==> src/design/mic_pkg.sv <==
// ----------------------------------------------------------------------------
// mic_pkg
// Shared widths, codes and saturation helper for the magnetometer iron
// calibration block.
// ----------------------------------------------------------------------------
`default_nettype none

package mic_pkg;

    // Field values carry this many fractional bits of a microtesla
    localparam int FIELD_FRACTION_BITS = 6;

    localparam int FIELD_W   = 20;
    localparam int SCALE_W   = 16;
    localparam int SCALE_FRAC = 14;
    localparam int ADJ_W     = 8;
    localparam int SENS_W    = ADJ_W + 1;
    localparam int RAW_W     = 16;
    localparam int STATUS_W  = 8;
    localparam int N_AXES    = 3;
    localparam int AXIS_W    = $clog2(N_AXES);
    localparam int CMD_W     = 2;
    localparam int OUTCOME_W = 3;
    localparam int CFG_INDEX_W = $clog2(N_AXES);

    localparam int IN_TDATA_W  = ((N_AXES * RAW_W + STATUS_W + 7) / 8) * 8;
    localparam int OUT_TDATA_W = ((N_AXES * FIELD_W + 7) / 8) * 8;
    localparam int STATUS_LSB  = N_AXES * RAW_W;
    localparam int OVF_BIT     = 3;
    localparam int OVF_POS     = STATUS_LSB + OVF_BIT;

    // Command codes (the spare code behaves as a measurement)
    localparam logic [CMD_W-1:0] CMD_MEASURE     = 2'd0;
    localparam logic [CMD_W-1:0] CMD_SAMPLE      = 2'd1;
    localparam logic [CMD_W-1:0] CMD_FINISH      = 2'd2;
    localparam logic [CMD_W-1:0] CMD_MEASURE_ALT = 2'd3;

    // Outcome codes
    localparam logic [OUTCOME_W-1:0] OUT_MEASURED   = 3'd0;
    localparam logic [OUTCOME_W-1:0] OUT_OVERFLOW   = 3'd1;
    localparam logic [OUTCOME_W-1:0] OUT_SAMPLED    = 3'd2;
    localparam logic [OUTCOME_W-1:0] OUT_CALIBRATED = 3'd3;
    localparam logic [OUTCOME_W-1:0] OUT_CAL_FAILED = 3'd4;

    // Configuration register indexes
    localparam logic [CFG_INDEX_W-1:0] REG_ADJUST_X = 2'd0;
    localparam logic [CFG_INDEX_W-1:0] REG_ADJUST_Y = 2'd1;
    localparam logic [CFG_INDEX_W-1:0] REG_ADJUST_Z = 2'd2;

    localparam logic [ADJ_W-1:0] ADJ_RESET = 8'd128;
    localparam int ADJ_OFFSET = 128;
    localparam int ADJ_MAX    = (1 << ADJ_W) - 1;

    // Axis value: round(|raw| * sens * 3 * 2^F / 5120), done as
    // (6 * |raw| * sens * 2^F + 5120) / 10240 on magnitudes
    localparam longint AX_ROUND   = 5120;
    localparam longint AX_DIVISOR = 2 * AX_ROUND;
    localparam int     AX_PROD_W  = RAW_W + SENS_W;
    localparam longint AX_PROD_MAX = (longint'(1) << (RAW_W - 1)) * (ADJ_MAX + ADJ_OFFSET);
    localparam longint AXN_MAX =
        AX_PROD_MAX * 6 * (longint'(1) << FIELD_FRACTION_BITS) + AX_ROUND;
    localparam int AXN_W = $clog2(AXN_MAX + 1);
    localparam int AX_QW = $clog2(AXN_MAX / AX_DIVISOR + 1);

    // Shared shift-add multiplier
    localparam int MUL_A_W = FIELD_W + 1;
    localparam int MUL_B_W = SCALE_W;
    localparam int ACC_W   = MUL_A_W + MUL_B_W;
    localparam int MEAS_QW = ACC_W - SCALE_FRAC;

    // Finish: scale = (2 * total * 2^14 + 3r) / 6r
    localparam int TOTAL_W   = FIELD_W + 2;
    localparam int FIN_NUM_W = TOTAL_W + SCALE_FRAC + 1;
    localparam int FIN_HI_W  = FIN_NUM_W - SCALE_W;
    localparam int DEN_W     = FIELD_W + 3;

    // Shared restoring divider
    localparam int AX_DEN_W = $clog2(AX_DIVISOR + 1);
    localparam int REM_W    = (DEN_W > AX_DEN_W) ? DEN_W : AX_DEN_W;
    localparam int QSW      = (AX_QW > SCALE_W) ? AX_QW : SCALE_W;
    localparam int CNT_W    = $clog2(QSW + 1);

    localparam int SATIN_W  = (AX_QW > MEAS_QW) ? AX_QW : MEAS_QW;

    localparam logic [SCALE_W-1:0] SCALE_ONE   = 16'd16384;
    localparam logic [SCALE_W-1:0] SCALE_MAX   = 16'hFFFF;
    localparam logic [SCALE_W-1:0] SCALE_FLOOR = SCALE_ONE / 3;

    localparam longint FIELD_MAX_VAL = (longint'(1) << (FIELD_W - 1)) - 1;

    typedef logic signed [FIELD_W-1:0] t_field;

    localparam t_field FIELD_MAX = {1'b0, {(FIELD_W-1){1'b1}}};
    localparam t_field FIELD_MIN = {1'b1, {(FIELD_W-1){1'b0}}};

    // Apply a sign to a magnitude and clamp to the field range
    function automatic t_field sat_field(input logic neg, input logic [SATIN_W-1:0] mag);
        t_field res;
        if (!neg) begin
            res = (mag > SATIN_W'(FIELD_MAX_VAL)) ? FIELD_MAX : t_field'(mag[FIELD_W-1:0]);
        end else begin
            res = (mag > SATIN_W'(FIELD_MAX_VAL + 1)) ? FIELD_MIN
                                                      : t_field'(-mag[FIELD_W-1:0]);
        end
        return res;
    endfunction

endpackage

`default_nettype wire

==> src/design/magnetometer_iron_calibration_top.sv <==
// Work runs on the shared bit-serial multiplier (9 or 16 steps) and the shared
// restoring divider (19 or 16 steps), axes in turn: a sample uses each once per axis,
// a measurement the multiplier twice and the divider once per axis, a finish the
// divider once per axis; an overflow reject or a degenerate finish uses neither.
// One item at a time: the next transaction can be taken from the cycle tvalid rises.
// Synchronous active-low reset restores adjust bytes, extremes, bias and scale.
// ----------------------------------------------------------------------------
// magnetometer_iron_calibration_top
// Scales raw magnetometer samples, tracks per-axis extremes and derives
// hard-iron bias and soft-iron scale, then corrects measurements.
// ----------------------------------------------------------------------------
`default_nettype none

module magnetometer_iron_calibration_top (
    input  wire logic                               i_clk,
    input  wire logic                               i_rst_n,
    // configuration write channel
    input  wire logic                               i_cfg_valid,
    output logic                                    o_cfg_ready,
    input  wire logic [mic_pkg::CFG_INDEX_W-1:0]    i_cfg_index,
    input  wire logic [mic_pkg::ADJ_W-1:0]          i_cfg_data,
    // input stream
    input  wire logic                               s_axis_tvalid,
    output logic                                    s_axis_tready,
    // x_low_byte, x_high_byte, y_low_byte, y_high_byte, z_low_byte, z_high_byte,
    // sensor_status
    input  wire logic [mic_pkg::IN_TDATA_W-1:0]     s_axis_tdata,
    // command
    input  wire logic [mic_pkg::CMD_W-1:0]          s_axis_tuser,
    // result stream
    output logic                                    m_axis_tvalid,
    input  wire logic                               m_axis_tready,
    // field_x, field_y, field_z, zero padding
    output logic [mic_pkg::OUT_TDATA_W-1:0]         m_axis_tdata,
    // outcome
    output logic [mic_pkg::OUTCOME_W-1:0]           m_axis_tuser
);

    import mic_pkg::*;

    typedef enum logic [10:0] {
        ST_IDLE        = 11'b000_0000_0001,
        ST_AX_LOAD     = 11'b000_0000_0010,
        ST_MUL         = 11'b000_0000_0100,
        ST_AX_DIV_LOAD = 11'b000_0000_1000,
        ST_DIV         = 11'b000_0001_0000,
        ST_AX_DONE     = 11'b000_0010_0000,
        ST_MEAS_DONE   = 11'b000_0100_0000,
        ST_FIN_CHECK   = 11'b000_1000_0000,
        ST_FIN_LOAD    = 11'b001_0000_0000,
        ST_FIN_STORE   = 11'b010_0000_0000,
        ST_OUT         = 11'b100_0000_0000
    } t_state;

    localparam logic [AXIS_W-1:0] AXIS_LAST = AXIS_W'(N_AXES - 1);

    // control and architectural state
    t_state                 r_state, n_state;
    logic                   r_out_valid, n_out_valid;
    logic [ADJ_W-1:0]       r_adj   [N_AXES];
    logic [ADJ_W-1:0]       n_adj   [N_AXES];
    t_field                 r_min   [N_AXES];
    t_field                 n_min   [N_AXES];
    t_field                 r_max   [N_AXES];
    t_field                 n_max   [N_AXES];
    t_field                 r_bias  [N_AXES];
    t_field                 n_bias  [N_AXES];
    logic [SCALE_W-1:0]     r_scale [N_AXES];
    logic [SCALE_W-1:0]     n_scale [N_AXES];

    // working registers
    logic [AXIS_W-1:0]      r_axis, n_axis;
    logic [CNT_W-1:0]       r_cnt, n_cnt;
    logic [CMD_W-1:0]       r_cmd, n_cmd;
    logic [IN_TDATA_W-1:0]  r_data, n_data;
    logic                   r_mul_meas, n_mul_meas;
    logic                   r_neg, n_neg;
    logic                   r_sat, n_sat;
    logic [MUL_A_W-1:0]     r_mc, n_mc;
    logic [MUL_B_W-1:0]     r_ml, n_ml;
    logic [ACC_W-1:0]       r_acc, n_acc;
    logic [REM_W-1:0]       r_rem, n_rem;
    logic [REM_W-1:0]       r_den, n_den;
    logic [QSW-1:0]         r_q, n_q;
    logic [TOTAL_W-1:0]     r_total, n_total;
    t_field                 r_res   [N_AXES];
    t_field                 n_res   [N_AXES];
    logic [OUTCOME_W-1:0]   r_outcome, n_outcome;
    logic [OUT_TDATA_W-1:0] r_out_data, n_out_data;
    logic [OUTCOME_W-1:0]   r_out_user, n_out_user;

    // datapath
    logic [RAW_W-1:0]       raw, raw_mag;
    logic                   raw_neg;
    logic [SENS_W-1:0]      sens;
    logic [AXN_W-1:0]       ax_num;
    t_field                 ax_val;
    logic [FIELD_W:0]       dev;
    logic                   dev_neg;
    logic [MUL_A_W-1:0]     dev_mag;
    logic [ACC_W-1:0]       meas_sum;
    t_field                 meas_val;
    logic [ACC_W-1:0]       mul_acc;
    logic [REM_W:0]         div_shift;
    logic [REM_W+1:0]       div_diff;
    logic                   div_bit;
    logic [REM_W-1:0]       div_rem;
    logic [FIELD_W:0]       rng [N_AXES];
    logic                   rng_ok;
    logic [TOTAL_W-1:0]     rng_total;
    logic [FIELD_W-1:0]     rng_cur;
    logic [FIELD_W+1:0]     rng3;
    logic [DEN_W-1:0]       den6;
    logic [FIN_NUM_W-1:0]   fin_num;
    logic [FIN_HI_W-1:0]    fin_hi;
    logic                   fin_sat;
    logic [FIELD_W:0]       bsum;
    logic                   bneg;
    logic [FIELD_W:0]       bmag, bmag1;
    t_field                 bias_val;

    assign o_cfg_ready   = 1'b1;
    assign s_axis_tready = (r_state == ST_IDLE);
    assign m_axis_tvalid = r_out_valid;
    assign m_axis_tdata  = r_out_data;
    assign m_axis_tuser  = r_out_user;

    // axis scaling
    assign raw     = r_data[RAW_W*r_axis +: RAW_W];
    assign raw_neg = raw[RAW_W-1];
    assign raw_mag = raw_neg ? -raw : raw;
    assign sens    = {1'b0, r_adj[r_axis]} + SENS_W'(ADJ_OFFSET);
    assign ax_num  = (AXN_W'(r_acc[AX_PROD_W-1:0]) << (FIELD_FRACTION_BITS + 2))
                   + (AXN_W'(r_acc[AX_PROD_W-1:0]) << (FIELD_FRACTION_BITS + 1))
                   + AXN_W'(AX_ROUND);
    assign ax_val  = sat_field(r_neg, SATIN_W'(r_q[AX_QW-1:0]));

    // measurement correction
    assign dev      = {ax_val[FIELD_W-1], ax_val} - {r_bias[r_axis][FIELD_W-1], r_bias[r_axis]};
    assign dev_neg  = dev[FIELD_W];
    assign dev_mag  = dev_neg ? -dev : dev;
    assign meas_sum = r_acc + ACC_W'(1 << (SCALE_FRAC - 1));
    assign meas_val = sat_field(r_neg, SATIN_W'(meas_sum[ACC_W-1:SCALE_FRAC]));

    // one multiplier bit per cycle, most significant first
    assign mul_acc = (r_acc << 1) + (r_ml[MUL_B_W-1] ? ACC_W'(r_mc) : '0);

    // one quotient bit per cycle
    assign div_shift = {r_rem, r_q[QSW-1]};
    assign div_diff  = {1'b0, div_shift} - {2'b00, r_den};
    assign div_bit   = ~div_diff[REM_W+1];
    assign div_rem   = div_bit ? div_diff[REM_W-1:0] : div_shift[REM_W-1:0];

    // calibration finish
    always_comb begin
        rng_ok = 1'b1;
        for (int k = 0; k < N_AXES; k++) begin
            rng[k] = {r_max[k][FIELD_W-1], r_max[k]} - {r_min[k][FIELD_W-1], r_min[k]};
            if (rng[k][FIELD_W] || (rng[k] == '0)) begin
                rng_ok = 1'b0;
            end
        end
    end

    assign rng_total = TOTAL_W'(rng[0][FIELD_W-1:0]) + TOTAL_W'(rng[1][FIELD_W-1:0])
                     + TOTAL_W'(rng[2][FIELD_W-1:0]);
    assign rng_cur   = rng[r_axis][FIELD_W-1:0];
    assign rng3      = ((FIELD_W+2)'(rng_cur) << 1) + (FIELD_W+2)'(rng_cur);
    assign den6      = DEN_W'(rng3) << 1;
    assign fin_num   = (FIN_NUM_W'(r_total) << (SCALE_FRAC + 1)) + FIN_NUM_W'(rng3);
    assign fin_hi    = fin_num[FIN_NUM_W-1:SCALE_W];
    // quotient beyond the scale width: clamp
    assign fin_sat   = (DEN_W'(fin_hi) >= den6);

    assign bsum     = {r_max[r_axis][FIELD_W-1], r_max[r_axis]}
                    + {r_min[r_axis][FIELD_W-1], r_min[r_axis]};
    assign bneg     = bsum[FIELD_W];
    assign bmag     = bneg ? -bsum : bsum;
    assign bmag1    = bmag + 1'b1;
    assign bias_val = sat_field(bneg, SATIN_W'(bmag1[FIELD_W:1]));

    always_comb begin
        n_state     = r_state;
        n_out_valid = r_out_valid;
        n_adj       = r_adj;
        n_min       = r_min;
        n_max       = r_max;
        n_bias      = r_bias;
        n_scale     = r_scale;
        n_axis      = r_axis;
        n_cnt       = r_cnt;
        n_cmd       = r_cmd;
        n_data      = r_data;
        n_mul_meas  = r_mul_meas;
        n_neg       = r_neg;
        n_sat       = r_sat;
        n_mc        = r_mc;
        n_ml        = r_ml;
        n_acc       = r_acc;
        n_rem       = r_rem;
        n_den       = r_den;
        n_q         = r_q;
        n_total     = r_total;
        n_res       = r_res;
        n_outcome   = r_outcome;
        n_out_data  = r_out_data;
        n_out_user  = r_out_user;

        if (i_cfg_valid) begin
            case (i_cfg_index)
                REG_ADJUST_X: n_adj[0] = i_cfg_data;
                REG_ADJUST_Y: n_adj[1] = i_cfg_data;
                REG_ADJUST_Z: n_adj[2] = i_cfg_data;
                default: ;
            endcase
        end

        if (r_out_valid && m_axis_tready) begin
            n_out_valid = 1'b0;
        end

        case (r_state)
            ST_IDLE: begin
                if (s_axis_tvalid) begin
                    n_cmd  = s_axis_tuser;
                    n_data = s_axis_tdata;
                    n_axis = '0;
                    for (int k = 0; k < N_AXES; k++) begin
                        n_res[k] = '0;
                    end
                    if (s_axis_tuser == CMD_FINISH) begin
                        n_state = ST_FIN_CHECK;
                    end else if (s_axis_tdata[OVF_POS]) begin
                        n_outcome = OUT_OVERFLOW;
                        n_state   = ST_OUT;
                    end else begin
                        n_state = ST_AX_LOAD;
                    end
                end
            end
            ST_AX_LOAD: begin
                n_mc       = MUL_A_W'(raw_mag);
                n_ml       = MUL_B_W'(sens) << (MUL_B_W - SENS_W);
                n_acc      = '0;
                n_cnt      = CNT_W'(SENS_W);
                n_neg      = raw_neg;
                n_mul_meas = 1'b0;
                n_state    = ST_MUL;
            end
            ST_MUL: begin
                n_acc = mul_acc;
                n_ml  = r_ml << 1;
                n_cnt = r_cnt - 1'b1;
                if (r_cnt == CNT_W'(1)) begin
                    n_state = r_mul_meas ? ST_MEAS_DONE : ST_AX_DIV_LOAD;
                end
            end
            ST_AX_DIV_LOAD: begin
                n_rem   = REM_W'(ax_num >> AX_QW);
                n_den   = REM_W'(AX_DIVISOR);
                n_q     = QSW'(ax_num[AX_QW-1:0]) << (QSW - AX_QW);
                n_cnt   = CNT_W'(AX_QW);
                n_state = ST_DIV;
            end
            ST_DIV: begin
                n_rem = div_rem;
                n_q   = {r_q[QSW-2:0], div_bit};
                n_cnt = r_cnt - 1'b1;
                if (r_cnt == CNT_W'(1)) begin
                    n_state = (r_cmd == CMD_FINISH) ? ST_FIN_STORE : ST_AX_DONE;
                end
            end
            ST_AX_DONE: begin
                if (r_cmd == CMD_SAMPLE) begin
                    if (ax_val < r_min[r_axis]) begin
                        n_min[r_axis] = ax_val;
                    end
                    if (ax_val > r_max[r_axis]) begin
                        n_max[r_axis] = ax_val;
                    end
                    n_res[r_axis] = ax_val;
                    if (r_axis == AXIS_LAST) begin
                        n_outcome = OUT_SAMPLED;
                        n_state   = ST_OUT;
                    end else begin
                        n_axis  = r_axis + 1'b1;
                        n_state = ST_AX_LOAD;
                    end
                end else begin
                    // remove bias, then run the scale through the multiplier
                    n_mc       = dev_mag;
                    n_ml       = r_scale[r_axis];
                    n_acc      = '0;
                    n_cnt      = CNT_W'(MUL_B_W);
                    n_neg      = dev_neg;
                    n_mul_meas = 1'b1;
                    n_state    = ST_MUL;
                end
            end
            ST_MEAS_DONE: begin
                n_res[r_axis] = meas_val;
                if (r_axis == AXIS_LAST) begin
                    n_outcome = OUT_MEASURED;
                    n_state   = ST_OUT;
                end else begin
                    n_axis  = r_axis + 1'b1;
                    n_state = ST_AX_LOAD;
                end
            end
            ST_FIN_CHECK: begin
                if (rng_ok) begin
                    n_total = rng_total;
                    n_axis  = '0;
                    n_state = ST_FIN_LOAD;
                end else begin
                    for (int k = 0; k < N_AXES; k++) begin
                        n_min[k] = FIELD_MAX;
                        n_max[k] = FIELD_MIN;
                    end
                    n_outcome = OUT_CAL_FAILED;
                    n_state   = ST_OUT;
                end
            end
            ST_FIN_LOAD: begin
                n_rem   = REM_W'(fin_hi);
                n_den   = REM_W'(den6);
                n_q     = QSW'(fin_num[SCALE_W-1:0]) << (QSW - SCALE_W);
                n_sat   = fin_sat;
                n_cnt   = CNT_W'(SCALE_W);
                n_state = ST_DIV;
            end
            ST_FIN_STORE: begin
                n_scale[r_axis] = r_sat ? SCALE_MAX : r_q[SCALE_W-1:0];
                n_bias[r_axis]  = bias_val;
                if (r_axis == AXIS_LAST) begin
                    for (int k = 0; k < N_AXES; k++) begin
                        n_min[k] = FIELD_MAX;
                        n_max[k] = FIELD_MIN;
                    end
                    n_outcome = OUT_CALIBRATED;
                    n_state   = ST_OUT;
                end else begin
                    n_axis  = r_axis + 1'b1;
                    n_state = ST_FIN_LOAD;
                end
            end
            ST_OUT: begin
                // hold until the output register is free
                if (!r_out_valid || m_axis_tready) begin
                    n_out_valid = 1'b1;
                    n_out_data  = OUT_TDATA_W'({r_res[2], r_res[1], r_res[0]});
                    n_out_user  = r_outcome;
                    n_state     = ST_IDLE;
                end
            end
            default: begin
                n_state = ST_IDLE;
            end
        endcase
    end

    always_ff @(posedge i_clk) begin
        if (!i_rst_n) begin
            r_state     <= ST_IDLE;
            r_out_valid <= 1'b0;
            for (int k = 0; k < N_AXES; k++) begin
                r_adj[k]   <= ADJ_RESET;
                r_min[k]   <= FIELD_MAX;
                r_max[k]   <= FIELD_MIN;
                r_bias[k]  <= '0;
                r_scale[k] <= SCALE_ONE;
            end
        end else begin
            r_state     <= n_state;
            r_out_valid <= n_out_valid;
            r_adj       <= n_adj;
            r_min       <= n_min;
            r_max       <= n_max;
            r_bias      <= n_bias;
            r_scale     <= n_scale;
        end
    end

    always_ff @(posedge i_clk) begin
        r_axis     <= n_axis;
        r_cnt      <= n_cnt;
        r_cmd      <= n_cmd;
        r_data     <= n_data;
        r_mul_meas <= n_mul_meas;
        r_neg      <= n_neg;
        r_sat      <= n_sat;
        r_mc       <= n_mc;
        r_ml       <= n_ml;
        r_acc      <= n_acc;
        r_rem      <= n_rem;
        r_den      <= n_den;
        r_q        <= n_q;
        r_total    <= n_total;
        r_res      <= n_res;
        r_outcome  <= n_outcome;
        r_out_data <= n_out_data;
        r_out_user <= n_out_user;
    end

    // an overflowed measurement or sample goes straight to the output stage
    a_ovf_direct: assert property (@(posedge i_clk) disable iff (!i_rst_n)
        (s_axis_tvalid && s_axis_tready && (s_axis_tuser != CMD_FINISH)
         && s_axis_tdata[OVF_POS]) |=> (r_state == ST_OUT))
        else $error("overflowed transaction did not bypass the datapath");

    a_cnt_live: assert property (@(posedge i_clk) disable iff (!i_rst_n)
        ((r_state == ST_MUL) || (r_state == ST_DIV)) |-> (r_cnt != '0))
        else $error("serial step counter ran out while busy");

    a_meas_cmd: assert property (@(posedge i_clk) disable iff (!i_rst_n)
        (r_state == ST_MEAS_DONE) |-> ((r_cmd == CMD_MEASURE) || (r_cmd == CMD_MEASURE_ALT)))
        else $error("correction path taken for a non-measure command");

    a_valid_src: assert property (@(posedge i_clk) disable iff (!i_rst_n)
        $rose(r_out_valid) |-> ($past(r_state) == ST_OUT))
        else $error("result raised outside the output stage");

    // the range ratio can never fall below one third
    a_scale_floor: assert property (@(posedge i_clk) disable iff (!i_rst_n)
        (r_scale[0] >= SCALE_FLOOR) && (r_scale[1] >= SCALE_FLOOR)
        && (r_scale[2] >= SCALE_FLOOR))
        else $error("soft-iron scale below its lower bound");

endmodule

`default_nettype wire

==> config.mk <==
export PLATFORM = sky130hd
export DESIGN_NAME = magnetometer_iron_calibration_top
export DESIGN_NICKNAME = d
export VERILOG_FILES = /design/src/design/mic_pkg.sv /design/src/design/magnetometer_iron_calibration_top.sv
export SDC_FILE = /design/constraint.sdc
export NUM_CORES = 2
export LEC_CHECK = 0
export ABC_AREA = 1
export BUFFER_PORTS_ARGS = -buffer_cell sky130_fd_sc_hd__buf_2
export CAP_MARGIN = 25
export CORE_MARGIN = 4
export CORE_UTILIZATION = 45
export CTS_CLUSTER_SIZE = 40
export DETAILED_ROUTE_END_ITERATION = 12
export PLACE_DENSITY = 0.68
export RECOVER_POWER = 100
export SLEW_MARGIN = 20
export SYNTH_ARGS = -nofsm -noshare
export SYNTH_HDL_FRONTEND = slang
export SYNTH_SLANG_ARGS = --single-unit
==> constraint.sdc <==
create_clock -name i_clk -period 23.6 [get_ports i_clk]
set_input_delay 2.36 -clock i_clk [delete_from_list [all_inputs] [get_ports i_clk]]
set_output_delay 2.36 -clock i_clk [all_outputs]
set_load 0.05 [all_outputs]
Yosys cells after proc, flatten, opt, wreduce, memory -nomap -nowiden
Index checks and enable logic that the tools add are counted.
W data, S select, Z words.
{"block": "totals", "regBits": 619, "input_bits": 73, "out_inout_bits": 70}
{"block": "classes", "n_addsub": 24, "magnitude_cmp": 9, "eq_ne": 33, "shift": 1, "n_mux": 102, "bitwise_logic": 2, "n_reduce_logical": 38}
{"op": "$mux W60", "n": 10}
{"op": "$pmux W60 S3", "n": 3}
{"op": "$mux W20", "n": 16}
{"op": "$bwmux W60", "n": 5}
{"op": "$bmux W20 S2", "n": 3}
{"op": "$pmux W37 S3", "n": 1}
{"op": "$mux W11", "n": 10}
{"op": "$pmux W11 S10", "n": 1}
{"op": "$mux W16", "n": 6}
{"op": "$mux W21", "n": 4}
{"op": "$sub A20 B20 Y21", "n": 4}
{"op": "$pmux W23 S3", "n": 1}
{"op": "$logic_not A21 Y1", "n": 3}
{"op": "$pmux W19 S3", "n": 1}
{"op": "$shiftx A56 B7 Y16", "n": 1}
{"op": "$bwmux W48", "n": 1}
{"op": "$pmux W16 S3", "n": 1}
{"op": "$pmux W23 S2", "n": 1}
{"op": "$add A21 B20 Y22", "n": 2}
{"op": "$add A20 B20 Y21", "n": 2}
{"op": "$bmux W21 S2", "n": 1}
{"op": "$neg A21 Y21", "n": 2}
{"op": "$pmux W21 S2", "n": 1}
{"op": "$demux W20 S2", "n": 1}
{"op": "other kinds (70)", "n": 128}

Logic depth before layout (Yosys ltp)
{"block": "logic_depth", "depth_word": 12, "ltp_mapped": 59, "depth_no_buf": 59}

Least setup slack after synthesis
No wires, ideal clock.
{"block": "synth_timing", "path_type": "input to register", "start": "input port m_axis_tready", "end": "register r_out_data[0], in the netlist m_axis_tdata[0] (enable)", "setup_time_ns": 0.640, "arrival_ns": 8.376, "path_slack_ns": 14.584, "cell_stages": 2, "n_path_buf": 0, "cell_sequence": "nor2_1 > nor4_1"}
{"block": "synth_between", "elab_chain_cells": 2}
{"element": "start: declaration", "line_no": "magnetometer_iron_calibration_top.sv:32", "text": "input wire logic m_axis_tready,"}
{"element": "$logic_or A1 B1 Y1", "line_no": "magnetometer_iron_calibration_top.sv:349", "text": "if (!r_out_valid || m_axis_tready) begin"}
{"element": "$reduce_and A2 Y1 (no line)"}
{"element": "end signal: assignment", "line_no": "magnetometer_iron_calibration_top.sv:401", "text": "r_out_data <= n_out_data;"}
{"element": "end: declaration", "line_no": "magnetometer_iron_calibration_top.sv:89", "text": "logic [OUT_TDATA_W-1:0] r_out_data, n_out_data;"}
Every way passes these cells.
A chain may end at the register's enable or synchronous reset.

Final worst setup path
{"block": "layout_timing", "start": "register r_axis[1]", "end": "register r_bias[43] in the netlist's numbering"}
{"block": "layout_between", "elab_chain_cells": 12, "word_cells_on_any_way": 23, "cone_classes": "add/sub: 4; order compare: 4; mux: 13; bitwise: 1; reduce/logical: 1"}
{"element": "start: declaration", "line_no": "magnetometer_iron_calibration_top.sv:72", "text": "logic [AXIS_W-1:0] r_axis, n_axis;"}
{"element": "start signal: assignment", "line_no": "magnetometer_iron_calibration_top.sv:385", "text": "r_axis <= n_axis;"}
{"element": "$not A2 Y3 (not written as such) *", "line_no": "magnetometer_iron_calibration_top.sv:175, magnetometer_iron_calibration_top.sv:176, magnetometer_iron_calibration_top.sv:334"}
{"element": "$bmux W20 S2 (on tied branches)", "line_no": "magnetometer_iron_calibration_top.sv:175, magnetometer_iron_calibration_top.sv:176"}
{"element": "$mux W20 (on tied branches) (2 in series)", "line_no": "magnetometer_iron_calibration_top.sv:175, magnetometer_iron_calibration_top.sv:176"}
{"element": "$add A20 B20 Y21", "line_no": "magnetometer_iron_calibration_top.sv:176", "text": "+ {r_min[r_axis][FIELD_W-1], r_min[r_axis]};"}
{"element": "$neg A21 Y21", "line_no": "magnetometer_iron_calibration_top.sv:178", "text": "assign bmag = bneg ? -bsum : bsum;"}
{"element": "$mux W21", "line_no": "magnetometer_iron_calibration_top.sv:178"}
{"element": "$add A21 B1 Y21", "line_no": "magnetometer_iron_calibration_top.sv:179", "text": "assign bmag1 = bmag + 1'b1;"}
{"element": "$neg A20 Y20, or another cell as far along", "line_no": "mic_pkg.sv:103", "text": ": t_field'(-mag[FIELD_W-1:0]);"}
{"element": "$mux W20 (on tied branches)", "line_no": "mic_pkg.sv:102, mic_pkg.sv:100"}
{"element": "$mux W20", "line_no": "mic_pkg.sv:99", "text": "if (!neg) begin"}
{"element": "$bwmux W60 *", "line_no": "magnetometer_iron_calibration_top.sv:334", "text": "n_bias[r_axis] = bias_val;"}
{"element": "end signal: assignment", "line_no": "magnetometer_iron_calibration_top.sv:379", "text": "r_bias <= n_bias;"}
{"element": "end: declaration", "line_no": "magnetometer_iron_calibration_top.sv:66", "text": "t_field r_bias [N_AXES];"}
Every way passes the cells marked *; elsewhere a longest branch is shown, timed or not. The select of a mux whose other input is x is not followed.

==> impl_metrics.toml <==
[synth]
synth_cell_type_count = 73
synth_edf_count = 354
ys_top_cells_by_area = "edfxtp_1 24%, dfxtp_1 12%, nand2_1 11%"
synth_top_cell_area_share_pct = 23.8
syn_inst = 6006
dominantRegCellSynth = "edfxtp_1"
yosysWarnings = 0
synth_top_area_cell = "edfxtp_1"
synth_commonest_cells = "1265 x nand2_1, 797 x inv_1, 546 x a21oi_1"
ys_ff_latch = 618
netlist_area_sq_um = 44600
async_flop_share_pct = 0
synth_area_per_cell_sq_um = 7.42
synth-seq-area-share_pct = 35.7
synth_most_common_cell = "nand2_1"

[power_and_ir_drop]
p_leak_nw = 22.8
cell_internal_pwr_w = 0.00269
swShare_pct = 48.0
power.switching_w = 0.00249
combPwrFrac_pct = 51.6
seqPwrFrac_pct = 26.9
clockPowerShare_pct = 21.5
ir_drop_uv = 119
cellPowerDensity_nw_per_um2 = 107

[clock_tree]
cts_setup_buffers = 0
cts_buffers = 73
htreeDepth = 3
cts.clk_slew.worst_paths_ps = 60
cts_root_buf = "clkbuf_16"
clockBufferDepth = 3
clk_latency_ps = 680
cts-resized-gates = 0
cts_hold_buf = 0
cts_sinks = 618
cts_tree = "built"

[timing]
fin_skew_ps = 48.8
fin_ws_ps = 9420
rsz0062_at_grt = "false"
hold_viol = 0
fmax_ghz = 0.0705
slew-limit-headroom_pct = -181
holdWs_ps = 446
fin_crit_ps = 14180
finalCritPeriodShare_pct = 60.1
maxSlewViolCount = 1044
finalSetupViolations = 0
fin_tns_setup_ps = 0
tightestPinTransition_ps = 4220

[placed_design]
post-place-ws_ps = 13930
gp_congestion = 1.03
port_buffers = 137
dp.cells = 7266
dp_hpwl_mm = 119

[floorplan]
start_util_pct = 45.3
core-area_sq_um = 98400
die_width_um = 323
rows = 115
die_height_um = 323
die_area_sq_um = 104000
ios = 143

[setup_path]
cp.required_ps = 24200
critPathCaptureType = "register"
critical_path_class = "reg2reg"
crit_arrival_ps = 14780
cp_max_fo = 43
cp_slowest_cell = "a21oi_1"
start_kind = "register"
reg2reg_depth = 34
critPathMostFrequentCell = "nand2_1"
slowest_delay_ps = 1920

[status]
violations = "max-capacitance violations, max-slew violations"
status = "finished, violations left"

[final_layout]
layout-drive-gt1-share_pct = 6.15
final_cells = 7405
nNetsFinal = 6471
area_delta_synth_final_pct = 8.87

[route]
dr.pass1.iters = 6
routed-via-count = 42900
ant_nets = 0
drc_errors = 0
wl_per_cell_um = 21.7
via_per_inst = 5.79
drt_iter0_drc = 4846
finalWirelength_mm = 161

[worst_hold_path]
min_path_cells = 0
min_path_type = "reg2reg"

[grt]
grt_first_pass_wirelength_mm = 238
grt_max_degree = 96
grt_overflow = 0
grt_pass1_vias = 39300
antenna_found_initial = 3
grtUsageTotal_pct = 29.8

[run]
drv_cap = 23
## path summary, 6_finish.rpt
check                           slack [ps]       from                to
worst max-delay path                  9420  r_axis[1]        r_bias[43]
worst min-delay path                   450  r_res[39]  m_axis_tdata[39]
worst max register to register        9420  r_axis[1]        r_bias[43]
worst min register to register         450  r_res[39]  m_axis_tdata[39]
## power by group through the flow
stage / combinational [W] / sequential (W) / clock [W]
finish: 0.00267 / 0.00140 / 0.00111
floorplan: 0.00183 / 0.00142 / 0
detailed placement: 0.00264 / 0.00140 / 0
global route: 0.00294 / 0.00141 / 0.00117
global placement: 0.00263 / 0.00140 / 0
CTS: 0.00266 / 0.00138 / 0.00112
## stage by stage
step	utilization [%]	instance area, sq um	total power [W]
finish	49.3	48500	0.00518
floorplan	-	44600	0.00325
global placement	47.3	46500	0.00403
CTS	49.6	48800	0.00516
detailed placement	47.3	46500	0.00404
global route	49.3	48500	0.00552
## cells by family (layout without fill, tap and decap cells)
kind of cell | after synthesis | count (layout) | share of synthesized area, %
buffers and inverters | 1053 | 1158 | 9.27
flip-flops | 618 | 618 | 35.7
adder cells (fa/ha/maj) | 341 | 341 | 10.1
multiplexers | 1 | 1 | 0.0224
AND/OR/NAND/NOR | 2494 | 2494 | 24.6
other | 2 | 9 | 0.0168
AO/OA/AOI/OAI | 1307 | 1307 | 16.6
XOR/XNOR | 190 | 190 | 3.73
## sequential cells by signal (all words and copies together), names as in the netlist, 22 cells and up
register / cells
m_axis_tdata: 60
r_min: 60
r_res: 60
r_max: 60
r_adj: 24
r_bias: 60
r_scale: 48
r_rem: 23
r_acc: 37
r_data: 56
r_total: 22
r_den: 22
## layout make-up
cell class	instances	area (sq um)
Sequential cell	618	15900
Antenna cell	4	10.0
Clock buffer	94	1950
Tap cell	1287	1610
Fill cell	9762	49900
Clock inverter	38	358
Timing Repair Buffer	214	1110
Multi-Input combinational cell	4338	24500
Inverter	812	3050
## critical path, delay by kind of cell (launching register included)
kind | cells | cell delay [ps]
buf+inv | 9 | 6320
flops | 1 | 380
compound gates | 2 | 2730
fa+ha+maj | 2 | 510
simple gates | 21 | 4130
## per-layer routing
metal / vias up / share of wire, % / track usage, %
li1: 20300 / - / -
met1: 20000 / 42 / 39.7
met2: 2079 / 44 / 46.8
met3: 433 / 8.8 / 5.57
met4: 2 / 5.2 / 14.1
met5: - / 0.0081 / 1.41
## placed cells by master, fill, tap and decap left out, types with 131 or more instances in the layout
cell,n
o21ai_0,422
nand2_1,1270
ha_1,309
nor2_1,480
a21oi_1,546
dfxtp_1,264
nand3_1,371
edfxtp_1,354
xor2_1,131
inv_1,794
No activity file was read; power rests on OpenSTA's default activity.
